## src/sv/wsd_pkg.sv

```systemverilog
`timescale 1ns / 1ps

package wsd_pkg;

  localparam int NUM_WORKERS = 16;
  localparam int COUNT_WIDTH = 8;
  localparam int IDX_W       = 4;   // worker index
  localparam int NW_W        = 5;   // worker count, holds NUM_WORKERS itself
  localparam int ARG_W       = 9;
  localparam int CFG_IDX_W   = 2;
  localparam int CFG_DATA_W  = 5;

  localparam logic [COUNT_WIDTH-1:0] COUNT_MAX = '1;
  localparam logic [NW_W-1:0]        NW_MAX    = NW_W'(NUM_WORKERS);
  localparam logic signed [ARG_W-1:0] ARG_NONE = -9'sd1;

  // Operation codes of an input item
  localparam logic [1:0] OP_TERM  = 2'd0;
  localparam logic [1:0] OP_STAT  = 2'd1;
  localparam logic [1:0] OP_ASK   = 2'd2;

  // Commands of a result item
  localparam logic [1:0] CMD_TERM = 2'd0;
  localparam logic [1:0] CMD_SEND = 2'd1;
  localparam logic [1:0] CMD_RECV = 2'd2;
  localparam logic [1:0] CMD_FIN  = 2'd3;

  // Configuration register indexes
  localparam logic [CFG_IDX_W-1:0] CFG_WORKER_COUNT = 2'd0;
  localparam logic [CFG_IDX_W-1:0] CFG_MANAGER_ID   = 2'd1;

  typedef struct packed {
    logic [COUNT_WIDTH-1:0] q;
    logic [COUNT_WIDTH-1:0] s;
  } cnt_t;

  typedef struct packed {
    logic             vld;
    logic [IDX_W-1:0] id;
  } mst_t;

  typedef struct packed {
    logic             cnt_we;
    logic             mst_we;
    logic [IDX_W-1:0] addr;
    cnt_t             cnt;
    mst_t             mst;
  } tbl_wr_t;

  typedef enum logic [3:0] {
    ST_IDLE,
    ST_BCAST,
    ST_SCAN,
    ST_MREAD,
    ST_MCHECK,
    ST_TERM,
    ST_SEND,
    ST_RECV,
    ST_FIN,
    ST_WRT,
    ST_WRS
  } state_t;

endpackage

```

## src/sv/wsd_in_if.sv

```systemverilog
`timescale 1ns / 1ps

interface wsd_in_if import wsd_pkg::*; ();
  logic                   valid;
  logic                   ready;
  logic [1:0]             op;
  logic [IDX_W-1:0]       source;
  logic [COUNT_WIDTH-1:0] value_a;
  logic [COUNT_WIDTH-1:0] value_b;

  modport source_mp (output valid, op, source, value_a, value_b, input ready);
  modport sink (input valid, op, source, value_a, value_b, output ready);
endinterface

```

## src/sv/wsd_out_if.sv

```systemverilog
`timescale 1ns / 1ps

interface wsd_out_if import wsd_pkg::*; ();
  logic                    valid;
  logic                    ready;
  logic [IDX_W-1:0]        dest;
  logic [1:0]              cmd;
  logic signed [ARG_W-1:0] arg_a;
  logic signed [ARG_W-1:0] arg_b;
  logic                    last;

  modport source_mp (output valid, dest, cmd, arg_a, arg_b, last, input ready);
  modport sink (input valid, dest, cmd, arg_a, arg_b, last, output ready);
endinterface

```

## src/sv/wsd_cfg_if.sv

```systemverilog
`timescale 1ns / 1ps

interface wsd_cfg_if import wsd_pkg::*; ();
  logic                  valid;
  logic                  ready;
  logic [CFG_IDX_W-1:0]  index;
  logic [CFG_DATA_W-1:0] data;

  modport source_mp (output valid, index, data, input ready);
  modport sink (input valid, index, data, output ready);
endinterface

```

## src/sv/work_steal_dispatcher.sv

```systemverilog
`timescale 1ns / 1ps
// A status update writes the table; a terminate notice is broadcast over the active workers.
// An ask for work scans the active workers and may add a finished-space notice; the asker
// gets a terminate notice when no target is found or once done.
// Throughput: one item at a time; the worker scan reads one table entry per cycle
// through the table memory's single read port.
// Reset: synchronous, active low; the table reads as cleared at once (entry valid bits).

module work_steal_dispatcher import wsd_pkg::*; (
  input  logic clk,
  input  logic rst_n,
  wsd_in_if.sink        in_chan,
  wsd_out_if.source_mp  out_chan,
  wsd_cfg_if.sink       cfg_chan
);

  // Configuration
  logic [NW_W-1:0]  worker_count_r;
  logic [IDX_W-1:0] manager_id_r;
  logic [NW_W-1:0]  n;
  logic [COUNT_WIDTH-1:0] n_plus1;

  assign cfg_chan.ready = 1'b1;

  always_ff @(posedge clk) begin
    if (!rst_n) begin
      worker_count_r <= NW_MAX;
      manager_id_r   <= '0;
    end else if (cfg_chan.valid) begin
      case (cfg_chan.index)
        CFG_WORKER_COUNT: worker_count_r <= cfg_chan.data;
        CFG_MANAGER_ID:   manager_id_r   <= cfg_chan.data[IDX_W-1:0];
        default: ;
      endcase
    end
  end

  // Active workers: count capped at the table depth
  assign n       = (worker_count_r > NW_MAX) ? NW_MAX : worker_count_r;
  assign n_plus1 = COUNT_WIDTH'(n) + COUNT_WIDTH'(1);

  // Control and item registers
  state_t state_r, state_nxt;
  logic             done_r;
  logic [IDX_W-1:0] src_r;
  logic [COUNT_WIDTH-1:0] va_r;
  logic [NW_W-1:0]  i_r;       // scan / broadcast counter
  logic             pv_r;      // table read data in flight belongs to the scan
  logic [IDX_W-1:0] pidx_r;
  logic [COUNT_WIDTH-1:0] minq_r, mins_r;
  logic [IDX_W-1:0] tgt_r;
  logic             found_r;
  logic             smv_r;     // asker has a master
  logic [IDX_W-1:0] sm_r;
  logic             fin_r;
  logic             wb_r;      // asker entry to be written after terminate

  logic in_fire;
  assign in_chan.ready = (state_r == ST_IDLE);
  assign in_fire       = in_chan.valid && in_chan.ready;

  // Table memory
  logic [IDX_W-1:0] rd_addr;
  cnt_t             rd_cnt;
  mst_t             rd_mst;
  tbl_wr_t          wr;

  wsd_table u_table (
    .clk     (clk),
    .rst_n   (rst_n),
    .rd_addr (rd_addr),
    .rd_cnt  (rd_cnt),
    .rd_mst  (rd_mst),
    .wr      (wr)
  );

  // Output register
  logic                    out_valid_r;
  logic [IDX_W-1:0]        out_dest_r;
  logic [1:0]              out_cmd_r;
  logic signed [ARG_W-1:0] out_arg_a_r, out_arg_b_r;
  logic                    out_last_r;
  logic                    slot_free;
  logic                    emit_en;
  logic [IDX_W-1:0]        e_dest;
  logic [1:0]              e_cmd;
  logic signed [ARG_W-1:0] e_arg_a, e_arg_b;
  logic                    e_last;
  logic                    out_fire;

  assign slot_free = !out_valid_r || out_chan.ready;
  assign out_fire  = emit_en && slot_free;

  assign out_chan.valid = out_valid_r;
  assign out_chan.dest  = out_dest_r;
  assign out_chan.cmd   = out_cmd_r;
  assign out_chan.arg_a = out_arg_a_r;
  assign out_chan.arg_b = out_arg_b_r;
  assign out_chan.last  = out_last_r;

  // Broadcast: skip the manager and the named worker; last when none remains above
  logic                   bc_excl;
  logic [NW_W-1:0]        bc_rem;
  logic [1:0]             bc_skip;
  logic                   bc_last;
  logic [COUNT_WIDTH-1:0] mgr_w, i_w, n_w;
  logic                   mgr_above, va_above;

  assign mgr_w     = COUNT_WIDTH'(manager_id_r);
  assign i_w       = COUNT_WIDTH'(i_r);
  assign n_w       = COUNT_WIDTH'(n);
  assign bc_excl   = (i_w == mgr_w) || (i_w == va_r);
  assign mgr_above = (mgr_w > i_w) && (mgr_w < n_w);
  assign va_above  = (va_r > i_w) && (va_r < n_w) && (va_r != mgr_w);
  assign bc_skip   = 2'(mgr_above) + 2'(va_above);
  assign bc_rem    = n - i_r - NW_W'(1);
  assign bc_last   = (bc_rem == NW_W'(bc_skip));

  // Next state
  always_comb begin
    state_nxt = state_r;
    case (state_r)
      ST_IDLE: begin
        if (in_fire) begin
          case (in_chan.op)
            OP_TERM: state_nxt = ST_BCAST;
            OP_ASK: begin
              if ({1'b0, in_chan.source} < n) begin
                state_nxt = done_r ? ST_TERM : ST_SCAN;
              end
            end
            default: ;
          endcase
        end
      end
      ST_BCAST:  if (i_r >= n) state_nxt = ST_IDLE;
      ST_SCAN:   if (i_r >= n) state_nxt = ST_MREAD;
      ST_MREAD:  state_nxt = ST_MCHECK;
      ST_MCHECK: state_nxt = found_r ? ST_SEND : ST_TERM;
      ST_TERM:   if (out_fire) state_nxt = wb_r ? ST_WRS : ST_IDLE;
      ST_SEND:   if (out_fire) state_nxt = ST_RECV;
      ST_RECV:   if (out_fire) state_nxt = fin_r ? ST_FIN : ST_WRT;
      ST_FIN:    if (out_fire) state_nxt = ST_WRT;
      ST_WRT:    state_nxt = ST_WRS;
      ST_WRS:    state_nxt = ST_IDLE;
      default:   state_nxt = ST_IDLE;
    endcase
  end

  // Outputs of each state: result item, table read address, table write
  always_comb begin
    emit_en = 1'b0;
    e_dest  = '0;
    e_cmd   = CMD_TERM;
    e_arg_a = ARG_NONE;
    e_arg_b = ARG_NONE;
    e_last  = 1'b0;
    rd_addr = i_r[IDX_W-1:0];
    wr      = '0;
    case (state_r)
      ST_IDLE: begin
        if (in_fire && in_chan.op == OP_STAT && {1'b0, in_chan.source} < n) begin
          wr.cnt_we = 1'b1;
          wr.addr   = in_chan.source;
          wr.cnt    = '{q: in_chan.value_a, s: in_chan.value_b};
        end
      end
      ST_BCAST: begin
        emit_en = (i_r < n) && !bc_excl;
        e_dest  = i_r[IDX_W-1:0];
        e_cmd   = CMD_TERM;
        e_arg_a = ARG_W'(src_r);
        e_last  = bc_last;
      end
      ST_MREAD: rd_addr = sm_r;
      ST_TERM: begin
        emit_en = 1'b1;
        e_dest  = src_r;
        e_cmd   = CMD_TERM;
        e_arg_a = ARG_W'(manager_id_r);
        e_last  = 1'b1;
      end
      ST_SEND: begin
        emit_en = 1'b1;
        e_dest  = tgt_r;
        e_cmd   = CMD_SEND;
        e_arg_a = ARG_W'(src_r);
        e_arg_b = ARG_W'(minq_r);
      end
      ST_RECV: begin
        emit_en = 1'b1;
        e_dest  = src_r;
        e_cmd   = CMD_RECV;
        e_arg_a = ARG_W'(tgt_r);
        e_last  = !fin_r;
      end
      ST_FIN: begin
        emit_en = 1'b1;
        e_dest  = sm_r;
        e_cmd   = CMD_FIN;
        e_arg_a = ARG_W'(src_r);
        e_last  = 1'b1;
      end
      ST_WRT: begin
        // Target: take a share of a single item, else give one away
        wr.cnt_we = 1'b1;
        wr.addr   = tgt_r;
        if (minq_r == COUNT_WIDTH'(1)) begin
          wr.cnt.q = minq_r;
          wr.cnt.s = (mins_r == COUNT_MAX) ? mins_r : mins_r + COUNT_WIDTH'(1);
        end else begin
          wr.cnt.q = minq_r - COUNT_WIDTH'(1);
          wr.cnt.s = mins_r;
        end
      end
      ST_WRS: begin
        // Asker: cleared when nothing found, else joined to or detached from target
        wr.cnt_we = 1'b1;
        wr.addr   = src_r;
        if (found_r) begin
          wr.mst_we = 1'b1;
          if (minq_r == COUNT_WIDTH'(1)) begin
            wr.cnt = '{q: n_plus1, s: n_plus1};
            wr.mst = '{vld: 1'b1, id: tgt_r};
          end else begin
            wr.cnt = '{q: COUNT_WIDTH'(1), s: COUNT_WIDTH'(1)};
          end
        end
      end
      default: ;
    endcase
  end

  // Control registers
  always_ff @(posedge clk) begin
    if (!rst_n) begin
      state_r     <= ST_IDLE;
      done_r      <= 1'b0;
      out_valid_r <= 1'b0;
      pv_r        <= 1'b0;
    end else begin
      state_r <= state_nxt;
      if (in_fire && in_chan.op == OP_TERM) begin
        done_r <= 1'b1;
      end
      if (out_fire) begin
        out_valid_r <= 1'b1;
      end else if (out_chan.ready) begin
        out_valid_r <= 1'b0;
      end
      pv_r <= (state_r == ST_SCAN) && (i_r < n);
    end
  end

  // Scan compare on the entry read in the previous cycle
  logic skip_e;
  assign skip_e = (pidx_r == src_r) || (rd_mst.vld && rd_mst.id == pidx_r);

  // Datapath registers
  always_ff @(posedge clk) begin
    if (in_fire) begin
      src_r   <= in_chan.source;
      va_r    <= in_chan.value_a;
      i_r     <= '0;
      minq_r  <= n_plus1;
      mins_r  <= n_plus1;
      found_r <= 1'b0;
      tgt_r   <= '0;
      wb_r    <= !done_r;
      smv_r   <= 1'b0;
      sm_r    <= '0;
    end
    if (state_r == ST_SCAN && i_r < n) begin
      i_r <= i_r + NW_W'(1);
    end
    if (state_r == ST_BCAST && i_r < n && (bc_excl || slot_free)) begin
      i_r <= i_r + NW_W'(1);
    end
    pidx_r <= i_r[IDX_W-1:0];
    if (pv_r) begin
      if (pidx_r == src_r) begin
        smv_r <= rd_mst.vld;
        sm_r  <= rd_mst.id;
      end
      if (!skip_e) begin
        if (rd_cnt.q < minq_r && rd_cnt.q != '0) begin
          minq_r  <= rd_cnt.q;
          mins_r  <= rd_cnt.s;
          tgt_r   <= pidx_r;
          found_r <= 1'b1;
        end else if (rd_cnt.q == minq_r && rd_cnt.s < mins_r) begin
          mins_r  <= rd_cnt.s;
          tgt_r   <= pidx_r;
          found_r <= 1'b1;
        end
      end
    end
    // Old master gets a finished notice only if it has no master itself
    if (state_r == ST_MCHECK) begin
      fin_r <= smv_r && !rd_mst.vld;
    end
    if (out_fire) begin
      out_dest_r  <= e_dest;
      out_cmd_r   <= e_cmd;
      out_arg_a_r <= e_arg_a;
      out_arg_b_r <= e_arg_b;
      out_last_r  <= e_last;
    end
  end

endmodule

```

## src/sv/wsd_table.sv

```systemverilog
`timescale 1ns / 1ps

module wsd_table import wsd_pkg::*; (
  input  logic             clk,
  input  logic             rst_n,
  input  logic [IDX_W-1:0] rd_addr,
  output cnt_t             rd_cnt,
  output mst_t             rd_mst,
  input  tbl_wr_t          wr
);

  cnt_t cnt_mem [NUM_WORKERS];
  mst_t mst_mem [NUM_WORKERS];

  logic [NUM_WORKERS-1:0] cnt_vld_r;
  logic [NUM_WORKERS-1:0] mst_vld_r;
  cnt_t                   cnt_rd_r;
  mst_t                   mst_rd_r;
  logic                   cnt_rv_r;
  logic                   mst_rv_r;

  always_ff @(posedge clk) begin
    if (wr.cnt_we) begin
      cnt_mem[wr.addr] <= wr.cnt;
    end
    if (wr.mst_we) begin
      mst_mem[wr.addr] <= wr.mst;
    end
    cnt_rd_r <= cnt_mem[rd_addr];
    mst_rd_r <= mst_mem[rd_addr];
  end

  always_ff @(posedge clk) begin
    if (!rst_n) begin
      cnt_vld_r <= '0;
      mst_vld_r <= '0;
      cnt_rv_r  <= 1'b0;
      mst_rv_r  <= 1'b0;
    end else begin
      if (wr.cnt_we) begin
        cnt_vld_r[wr.addr] <= 1'b1;
      end
      if (wr.mst_we) begin
        mst_vld_r[wr.addr] <= 1'b1;
      end
      cnt_rv_r <= cnt_vld_r[rd_addr];
      mst_rv_r <= mst_vld_r[rd_addr];
    end
  end

  // An entry never written reads as cleared
  assign rd_cnt = cnt_rv_r ? cnt_rd_r : '0;
  assign rd_mst = mst_rv_r ? mst_rd_r : '0;

endmodule
```

## src/flat_wrapper.sv

```systemverilog
// flat-port wrapper written by rule: the top's interface ports become plain ports
module work_steal_dispatcher_flat import wsd_pkg::*;
  (clk, rst_n, in_chan_valid, in_chan_op, in_chan_source, in_chan_value_a, in_chan_value_b, in_chan_ready, out_chan_valid, out_chan_dest, out_chan_cmd, out_chan_arg_a, out_chan_arg_b, out_chan_last, out_chan_ready, cfg_chan_valid, cfg_chan_index, cfg_chan_data, cfg_chan_ready);
  wsd_in_if in_chan_i ();
  wsd_out_if out_chan_i ();
  wsd_cfg_if cfg_chan_i ();
  input  logic clk;
  input  logic rst_n;
  input wire logic [$bits(in_chan_i.valid)-1:0] in_chan_valid;
  input wire logic [$bits(in_chan_i.op)-1:0] in_chan_op;
  input wire logic [$bits(in_chan_i.source)-1:0] in_chan_source;
  input wire logic [$bits(in_chan_i.value_a)-1:0] in_chan_value_a;
  input wire logic [$bits(in_chan_i.value_b)-1:0] in_chan_value_b;
  output wire logic [$bits(in_chan_i.ready)-1:0] in_chan_ready;
  output wire logic [$bits(out_chan_i.valid)-1:0] out_chan_valid;
  output wire logic [$bits(out_chan_i.dest)-1:0] out_chan_dest;
  output wire logic [$bits(out_chan_i.cmd)-1:0] out_chan_cmd;
  output wire logic [$bits(out_chan_i.arg_a)-1:0] out_chan_arg_a;
  output wire logic [$bits(out_chan_i.arg_b)-1:0] out_chan_arg_b;
  output wire logic [$bits(out_chan_i.last)-1:0] out_chan_last;
  input wire logic [$bits(out_chan_i.ready)-1:0] out_chan_ready;
  input wire logic [$bits(cfg_chan_i.valid)-1:0] cfg_chan_valid;
  input wire logic [$bits(cfg_chan_i.index)-1:0] cfg_chan_index;
  input wire logic [$bits(cfg_chan_i.data)-1:0] cfg_chan_data;
  output wire logic [$bits(cfg_chan_i.ready)-1:0] cfg_chan_ready;
  assign in_chan_i.valid = in_chan_valid;
  assign in_chan_i.op = in_chan_op;
  assign in_chan_i.source = in_chan_source;
  assign in_chan_i.value_a = in_chan_value_a;
  assign in_chan_i.value_b = in_chan_value_b;
  assign in_chan_ready = in_chan_i.ready;
  assign out_chan_valid = out_chan_i.valid;
  assign out_chan_dest = out_chan_i.dest;
  assign out_chan_cmd = out_chan_i.cmd;
  assign out_chan_arg_a = out_chan_i.arg_a;
  assign out_chan_arg_b = out_chan_i.arg_b;
  assign out_chan_last = out_chan_i.last;
  assign out_chan_i.ready = out_chan_ready;
  assign cfg_chan_i.valid = cfg_chan_valid;
  assign cfg_chan_i.index = cfg_chan_index;
  assign cfg_chan_i.data = cfg_chan_data;
  assign cfg_chan_ready = cfg_chan_i.ready;
  work_steal_dispatcher u_core (.clk(clk), .rst_n(rst_n), .in_chan(in_chan_i), .out_chan(out_chan_i), .cfg_chan(cfg_chan_i));
endmodule
```

## config.mk

```make
export PLATFORM = sky130hd
export DESIGN_NAME = work_steal_dispatcher_flat
export DESIGN_NICKNAME = d
export VERILOG_FILES = /design/src/sv/wsd_pkg.sv /design/src/sv/wsd_in_if.sv /design/src/sv/wsd_out_if.sv /design/src/sv/wsd_cfg_if.sv /design/src/sv/work_steal_dispatcher.sv /design/src/sv/wsd_table.sv /design/src/flat_wrapper.sv
export SDC_FILE = /design/constraint.sdc
export NUM_CORES = 1
export LEC_CHECK = 0
export ABC_CLOCK_PERIOD_IN_PS = 5100
export BUFFER_PORTS_ARGS = -buffer_cell sky130_fd_sc_hd__buf_2
export CAP_MARGIN = 20
export CORE_MARGIN = 1
export CORE_UTILIZATION = 55
export CTS_BUF_LIST = sky130_fd_sc_hd__clkbuf_16
export DETAILED_ROUTE_END_ITERATION = 7
export PLACE_DENSITY = 0.8
export REMOVE_ABC_BUFFERS = 1
export SLEW_MARGIN = 5
export SYNTH_ARGS = -nofsm -noshare
export SYNTH_HDL_FRONTEND = slang
export SYNTH_SLANG_ARGS = --single-unit
```

## constraint.sdc

```tcl
create_clock -name clk -period 5.1 [get_ports clk]
set_input_delay 0.255 -clock clk [delete_from_list [all_inputs] [get_ports clk]]
set_output_delay 0.255 -clock clk [all_outputs]
set_load 0.01 [all_outputs]
```

==> key figures, run 1 <==
Floorplan
  – Die area: 38400 µm²
  – Row count: 70
  – IO Count: 62
  – Initial Util: 0.563
  – Core area: 36800 µm²
  – Die width: 196 µm
  – Die Height: 196 µm

STA
  – Peak Freq: 250 MHz
  – Setup TNS Final: 0 ns
  – RSZ-0062 raised after global routing: no
  – Final Skew: 0.0171 ns
  – Final Hold Violating Endpoints: 0
  – Final-report max-slew violation count: 0
  – Worst Tran Pin Value: 1.08 ns
  – Slew headroom: 0.275
  – Fin crit period: 4.01 ns
  – Setup Viol. Count Final: 0
  – Period utilization: 0.786

Critical path
  – Cells along the critical path: clkinv_1 > nand2_1 > ha_1 > a21oi_1 > o21ai_0 > a21oi_4 > a21oi_1 > buf_4 > nor3_1
  – Required time of the critical path: 5.27 ns
  – Worst Setup End Kind: flip-flop
  – Top delay family on crit path: simple AND/OR/NAND/NOR gates
  – Most used cell, CP: a21oi_1
  – Data arrival, critical path: 4.18 ns
  – Slowest stage delay, CP: 0.87 ns
  – Slowest-stage cell, CP: nor3_1
  – CP Launch Type: flip-flop
  – CP Buf/Inv Count: 2
  – Crit Path Max Fanout: 27
  – Crit Path Class: flip-flop to flip-flop

Power
  – Switch Pwr: 3880 µW
  – Clock share of power: 0.281
  – Internal: 7570 µW
  – Power Density: 493 nW/µm²
  – Leakage: 0.00873 µW
  – Sw frac: 0.339
  – Combinational power share: 0.299
  – Maximum vdd drop: 446 µV
  – Reg power frac: 0.420

Global route
  – Vias in the first global route: 13700
  – Total GRT Usage: 0.274
  – GR Overflow Total: 0
  – Largest net degree at the start of global routing: 105
  – Antenna violations before repair: 0
  – Global-route wire length before repair: 79800 µm

CTS
  – CTS Root Cell: clkbuf_16
  – Clock transition at path regs: 0.06 ns
  – Clk sinks: 477
  – Htree depth: 2
  – CTS Buf Count: 45
  – CTS tree: yes
  – Post-CTS Setup Bufs: 0
  – Clk_lat worst skew: 0.56 ns
  – Bufs on Longest Clock Path: 3

Routing
  – Initial DRC count: 1592
  – Detailed Routing Iterations Pass 1: 6
  – Routed Antenna Nets: 0
  – Residual DRC: 0
  – Routed wire length: 52600 µm
  – Routed length per instance: 23.4 µm
  – Routed vias/inst: 6.29
  – Vias: 14100

Synthesis
  – Largest cells by area after synthesis: edfxtp_1 55%, dfxtp_1 9.8%, mux2i_1 4.8%
  – Netlist cell types: 78
  – Post-Synthesis Cells: 1653
  – Yosys warns: 0
  – Ys async rst share: 0
  – EDFF count, synth: 376
  – Most common cell in the synthesized netlist: edfxtp_1
  – Yosys top cell area share: 0.545
  – Synth Flop Type: edfxtp_1
  – Synthesized flop and latch total: 477
  – Commonest cells post-synth: 376 x edfxtp_1, 254 x nand2_1, 101 x dfxtp_1
  – Largest area contributor in the netlist: edfxtp_1
  – Sequential fraction of the synthesis area: 0.643
  – Mean Syn Cell Area: 12.5 µm²
  – Cell Area, Synth: 20700 µm²

Run
  – Max Cap Viol: 0

Cells and area
  – Share of layout cells above drive strength 1: 0.128
  – Fin util: 0.631
  – # diodes: 0
  – Area grow syn2layout: 12.1%
  – Nets: 1826

Placement
  – PortBufs: 60
  – Gp weighted congestion: 0.910
  – Post-DP HPWL: 33500 µm

Run status
  – Status: finished, final reports clean

Hold path
  – Min-delay worst type: primary input to flip-flop
per-layer routing:
| layer | global-route usage | vias up | part of all wire |
|---|---|---|---|
| li1 | - | 6355 | - |
| met1 | 0.368 | 6897 | 0.40 |
| met5 | 0 | - | 0 |
| met2 | 0.460 | 783 | 0.48 |
| met4 | 0.0969 | 0 | 0.030 |
| met3 | 0.0370 | 111 | 0.085 |
placed cells by master (no fill, tap or decap), types with 5 or more instances in the layout:
master / n
a32oi_1: 10
edfxtp_1: 376
a21oi_1: 47
nor4_1: 10
xor2_1: 10
nand4_1: 17
ha_1: 48
nand2b_1: 15
nand2_1: 254
o21a_1: 34
a21o_1: 7
o22ai_1: 38
and3_1: 8
clkinv_1: 9
mux2i_1: 99
nor2b_1: 15
xnor2_1: 21
o21ai_0: 52
and2_1: 20
a22oi_1: 16
o31ai_1: 5
clkinv_2: 7
buf_2: 60
nor3_1: 22
a32o_1: 15
dlygate4sd3_1: 13
a211o_1: 5
nor2_1: 63
clkbuf_16: 48
nand3_1: 73
a311o_1: 13
nor2_2: 6
nor3_2: 12
a31oi_1: 24
mux4_2: 6
inv_1: 57
buf_4: 53
nand3b_1: 14
dfxtp_1: 101
kinds of logic (layout without fill, tap and decap cells):
group | count (synthesis) | count (layout) | synth area share
flip-flops | 477 | 477 | 0.643
multiplexers | 113 | 113 | 0.0596
other | 1 | 1 | 0.000181
adder cells (fa/ha/maj) | 49 | 49 | 0.0300
AO/OA/AOI/OAI | 300 | 300 | 0.0997
XOR/XNOR | 31 | 31 | 0.0131
AND/OR/NAND/NOR | 550 | 550 | 0.124
buffers and inverters | 132 | 259 | 0.0302
power groups by stage:
stage / combinational [µW] / clock, µW / sequential, µW
finish: 3420 / 3220 / 4810
global route: 3670 / 3390 / 4830
CTS: 3360 / 3240 / 4800
detailed placement: 3310 / 0 / 4880
global placement: 3220 / 0 / 4870
floorplan: 2240 / 0 / 4860
registers in the layout, indices dropped and copies added, names as in the netlist, 5 cells and up:
| name | count |
|---|---|
| u_core.u_table.cnt_rd_r | 16 |
| u_core.va_r | 8 |
| u_core.u_table.mst_vld_r | 16 |
| u_core.out_chan.arg_b | 9 |
| u_core.mins_r | 8 |
| u_core.i_r | 5 |
| u_core.u_table.mst_rd_r | 5 |
| u_core.worker_count_r | 5 |
| u_core.minq_r | 8 |
| u_core.out_chan.arg_a | 5 |
| u_core.u_table.cnt_mem | 256 |
| u_core.u_table.mst_mem | 80 |
| u_core.u_table.cnt_vld_r | 16 |
timing repair:
item,in CTS,in global routing
resized for setup,0,0
hold endpoints to repair,17,0
hold buffers,13,0
through the flow:
step / setup WS [ns] / cells / hold slack [ns] / total power, µW / instance area [µm²]
floorplan: -0.960 / 1567 / 0.344 / 7100 / 20200
global placement: 1.28 / 2150 / 0.443 / 8090 / 21600
detailed placement: 1.18 / 2150 / 0.443 / 8190 / 21600
CTS: 1.17 / 2247 / 0.00999 / 11400 / 23200
global route: 0.792 / 2248 / 0.0160 / 11900 / 23200
finish: 1.09 / 2248 / 0.0452 / 11500 / 23200
path summary, 6_finish.rpt:
| kind | endpoint | slack (ns) | depth (start not counted) | start |
|---|---|---|---|---|
| setup / recovery | u_core.u_table.mst_mem[6][4]$_DFFE_PP_ | 1.09 | 9 | u_core.worker_count_r[4]$_SDFFE_PN1P_ |
| hold reg to reg | u_core.u_table.mst_vld_r[0]$_SDFFE_PN0P_ | 0.46 | 1 | u_core.u_table.mst_vld_r[0]$_SDFFE_PN0P_ |
| setup reg to reg | u_core.u_table.mst_mem[6][4]$_DFFE_PP_ | 1.09 | 9 | u_core.worker_count_r[4]$_SDFFE_PN1P_ |
| hold / removal | u_core.src_r[0]$_DFFE_PP_ | 0.05 | 1 | in_chan_source[0] |
area by class of cell:
cell class | instances | area, µm²
clock inverter | 36 | 223
inverter | 46 | 173
timing repair buffer | 129 | 876
multi-input combinational | 1044 | 6840
tap | 468 | 586
fill | 2654 | 13600
sequential | 477 | 13300
clock buffer | 48 | 1200
Power figures use the tool's default switching activity.
==> inputs of run 2 (changes only) <==
--- a/config.mk
+++ b/config.mk
@@ -5,7 +5,8 @@
 export SDC_FILE = /design/constraint.sdc
 export NUM_CORES = 1
 export LEC_CHECK = 0
-export ABC_CLOCK_PERIOD_IN_PS = 5100
+export ABC_AREA = 1
+export ABC_CLOCK_PERIOD_IN_PS = 4200
 export BUFFER_PORTS_ARGS = -buffer_cell sky130_fd_sc_hd__buf_2
 export CAP_MARGIN = 20
 export CORE_MARGIN = 1
==> constraint.sdc (replaced) <==
create_clock -name clk -period 4.2 [get_ports clk]
set_input_delay 0.21 -clock clk [delete_from_list [all_inputs] [get_ports clk]]
set_output_delay 0.21 -clock clk [all_outputs]
set_load 0.01 [all_outputs]
==> run 2 against run 1 <==
Critical path depth is the same. Count of clock-buffer cells in the layout increased by 1. Clock power grew 29%. Area after synthesis grew 2.4%. Flip-flop and latch count is the same. Via count is 7.9% higher. Sequential share of layout area down 1.2 points. Hold slack worse by 0.030 ns. Utilization fell by 0.43 points. Worst setup slack got worse by 0.14 ns. Critical endpoint is now u_core.u_table.cnt_mem[8][2]$_DFFE_PP_.
==> key figures, run 2 <==
Run status
  – Status: finished, final reports clean

Routing
  – Routed wire length: 51500 µm (-2.2%)
  – Initial DRC count: 1561 (-1.9%)
  – Routed Antenna Nets: 0 (unchanged)
  – Vias: 15300 (+7.9%)
  – Routed length per instance: 19.4 µm (-17%)
  – Detailed Routing Iterations Pass 1: 6 (unchanged)
  – Routed vias/inst: 5.74 (-8.7%)
  – Residual DRC: 0 (unchanged)

Global route
  – Largest net degree at the start of global routing: 114 (+8.6%)
  – Antenna violations before repair: 0 (unchanged)
  – Global-route wire length before repair: 80100 µm (+0.45%)
  – Total GRT Usage: 0.266 (-0.00800)
  – GR Overflow Total: 0 (unchanged)
  – Vias in the first global route: 14700 (+7.3%)

STA
  – Final-report max-slew violation count: 0 (unchanged)
  – Peak Freq: 308 MHz (+24%)
  – Setup Viol. Count Final: 0 (unchanged)
  – Slew headroom: 0.320 (+0.0446)
  – Final Skew: 0.0362 ns (+0.0191 ns)
  – Final Hold Violating Endpoints: 0 (unchanged)
  – RSZ-0062 raised after global routing: no
  – Period utilization: 0.772 (-0.0134)
  – Worst Tran Pin Value: 1.02 ns (-0.0619 ns)
  – Hold_ws: 0.0156 ns (-0.0296 ns)
  – Fin crit period: 3.24 ns (-0.763 ns)

Power
  – Total power: 14900 µW (+30%)
  – Leakage: 0.00941 µW (+7.8%)
  – Power Density: 629 nW/µm² (+27%)
  – Maximum vdd drop: 357 µV (-20%)

Synthesis
  – Mean Syn Cell Area: 10.4 µm² (-17%)
  – EDFF count, synth: 376 (unchanged)
  – Yosys warns: 0 (unchanged)
  – Synthesized flop and latch total: 477 (unchanged)
  – Ys async rst share: 0 (unchanged)
  – Largest area contributor in the netlist: edfxtp_1
  – Yosys top cell area share: 0.532 (-0.0129)
  – Cell Area, Synth: 21200 µm² (+2.4%)
  – Most common cell in the synthesized netlist: edfxtp_1
  – Post-Synthesis Cells: 2039 (+23%)
  – XOR/XNOR share of the synthesized area: 0.00991 (-0.00320)
  – Commonest cells post-synth: 376 x edfxtp_1, 352 x nand2_1, 271 x inv_1
  – Synth Flop Type: edfxtp_1
  – Main combinational cell family by area after synthesis: simple AND/OR/NAND/NOR gates
  – Sequential fraction of the synthesis area: 0.628 (-0.0153)
  – Synth Area in Adders: 0.0293 (-0.000711)
  – Mux cell area share after synthesis: 0 (-0.0596)
  – Complex-gate fraction of the synthesized area: 0.123 (+0.0230)
  – Simple-gate share of the synthesized area: 0.137 (+0.0127)
  – Netlist cell types: 47 (-40%)
  – Largest cells by area after synthesis: edfxtp_1 53%, dfxtp_1 9.5%, o211ai_1 6.3%

Critical path
  – Worst Setup End Kind: flip-flop
  – Critical Path Source: u_core.state_r[0]$_SDFFE_PN0P_
  – Reg2reg start: u_core.state_r[0]$_SDFFE_PN0P_
  – Crit Path Class: flip-flop to flip-flop
  – Data arrival, critical path: 3.36 ns (-0.82 ns)
  – Required time of the critical path: 4.32 ns (-0.95 ns)
  – CP Launch Type: flip-flop
  – Crit Path Max Fanout: 19 (-30%)

Cells and area
  – # diodes: 0 (unchanged)
  – Area grow syn2layout: 11.8%
  – Register area: 13300 µm² (unchanged)
  – Most common cell after layout, fill and taps aside: edfxtp_1
  – Fill cells: 2897 (+9.2%)
  – Share of layout cells above drive strength 1: 0.0880 (-0.0395)
  – Nets: 2190 (+20%)
  – Largest registers: u_core.u_table.cnt_mem x256, u_core.u_table.mst_mem x80
  – Most used cells in the layout excluding fill and tap cells: 376 x edfxtp_1, 351 x nand2_1, 283 x inv_1
  – Multi-input logic area: 6370 µm² (-6.8%)
  – Top reg by flops: u_core.u_table.cnt_mem
  – Max FFs per register: 256 (unchanged)

CTS
  – Htree depth: 2 (unchanged)
  – Clk_lat worst skew: 0.61 ns (+0.05 ns)
  – CTS tree: yes
  – Clock transition at path regs: 0.06 ns (about the same)
  – CTS Buf Count: 48 (+6.7%)
  – Bufs on Longest Clock Path: 3 (unchanged)
  – Clk sinks: 477 (unchanged)
  – Post-CTS Setup Bufs: 0 (unchanged)
  – CTS Root Cell: clkbuf_16
  – Resize count post-CTS: 0 (unchanged)
  – Hold-fix buffer count after cts: 24 (+11)

Floorplan
  – Initial Util: 0.560 (-0.00245)
  – Core area: 37800 µm² (+2.9%)
  – Die Height: 198 µm (+1.2%)
  – Row count: 71 (+1.4%)
  – Die width: 198 µm (+1.2%)
  – Die area: 39300 µm² (+2.4%)
  – IO Count: 62 (unchanged)

Placement
  – PortBufs: 60 (unchanged)
  – Gp weighted congestion: 0.921 (+1.2%)
  – Post-DP HPWL: 33900 µm (+1.4%)

Hold path
  – Min-delay worst type: primary input to flip-flop
  – Worst hold start: out_chan_ready

Run
  – Max Cap Viol: 0 (unchanged)
==> run 2: changes by cell type in the layout (fill, tap and decap cells not counted), sizes merged, moves of 32 or more <==
cell	previous run	this run
inv	60	296
o211ai	4	177
nand2	256	359
mux2i	101	0
o21ai	54	153
nor2	69	167
nand3	73	141
o22ai	38	1
o21a	34	2
==> run 2: critical path: stages, from the launching register on <==
cell      delay, ns
dfxtp_1        0.43
nor2_1         0.11
nand2_1        0.15
inv_2          0.08
nand2_1        0.06
clkinv_1       0.46
nand2_1        0.45
inv_1          0.34
nand2_1        0.19
nand3_1        0.49
==> run 2: layout make-up <==
class,instances,area share
Timing Repair Buffer,112,0.0332
Clock buffer,49,0.0517
Clock inverter,41,0.0130
Multi-Input combinational cell,1184,0.269
Inverter,284,0.0450
Tap cell,511,0.0270
Sequential cell,477,0.561
==> run 2: logic make-up after synthesis <==
logic type               after synthesis
AND/OR/NAND/NOR                      693
flip-flops                           477
AO/OA/AOI/OAI                        417
buffers and inverters                378
adder cells (fa/ha/maj)               49
XOR/XNOR                              24
other                                  1
==> run 2: worst paths after layout <==
check | slack [ns] | cells past startpoint | endpoint
hold / removal | 0.02 | 4 | u_core.out_chan.valid$_SDFFE_PN0P_
setup / recovery | 0.96 | 9 | u_core.u_table.cnt_mem[8][2]$_DFFE_PP_
setup reg to reg | 0.96 | 9 | u_core.u_table.cnt_mem[8][2]$_DFFE_PP_
hold reg to reg | 0.46 | 2 | u_core.u_table.mst_vld_r[3]$_SDFFE_PN0P_
==> run 2: per-stage QoR <==
stage,setup WS (ns),std cells,util,area [µm²],TNS (ns)
2_1_floorplan,-1.24,1945,-,20700,-28.09
3_3_place_gp,1.13,2540,0.579,21900,0
3_5_place_dp,0.999,2540,0.579,21900,0
4_1_cts,1.02,2654,0.626,23700,0
5_1_grt,0.701,2658,0.627,23700,0
6_report,0.957,2658,0.627,23700,0
==> run 2: report_power, final <==
part | total [µW] | internal, µW | leakage (µW) | switching [µW]
sequential | 5820 | 5530 | 0.00439 | 294
clock | 4140 | 2310 | 0.000783 | 1820
combinational | 4950 | 1510 | 0.00424 | 3440
==> run 2: routing by layer <==
metal,vias to the layer above,track usage,wire (µm)
met5,-,0,0
met4,0,0.0870,1130
met3,89,0.0399,4260
met2,735,0.442,24800
met1,7276,0.359,21300
li1,7169,-,-
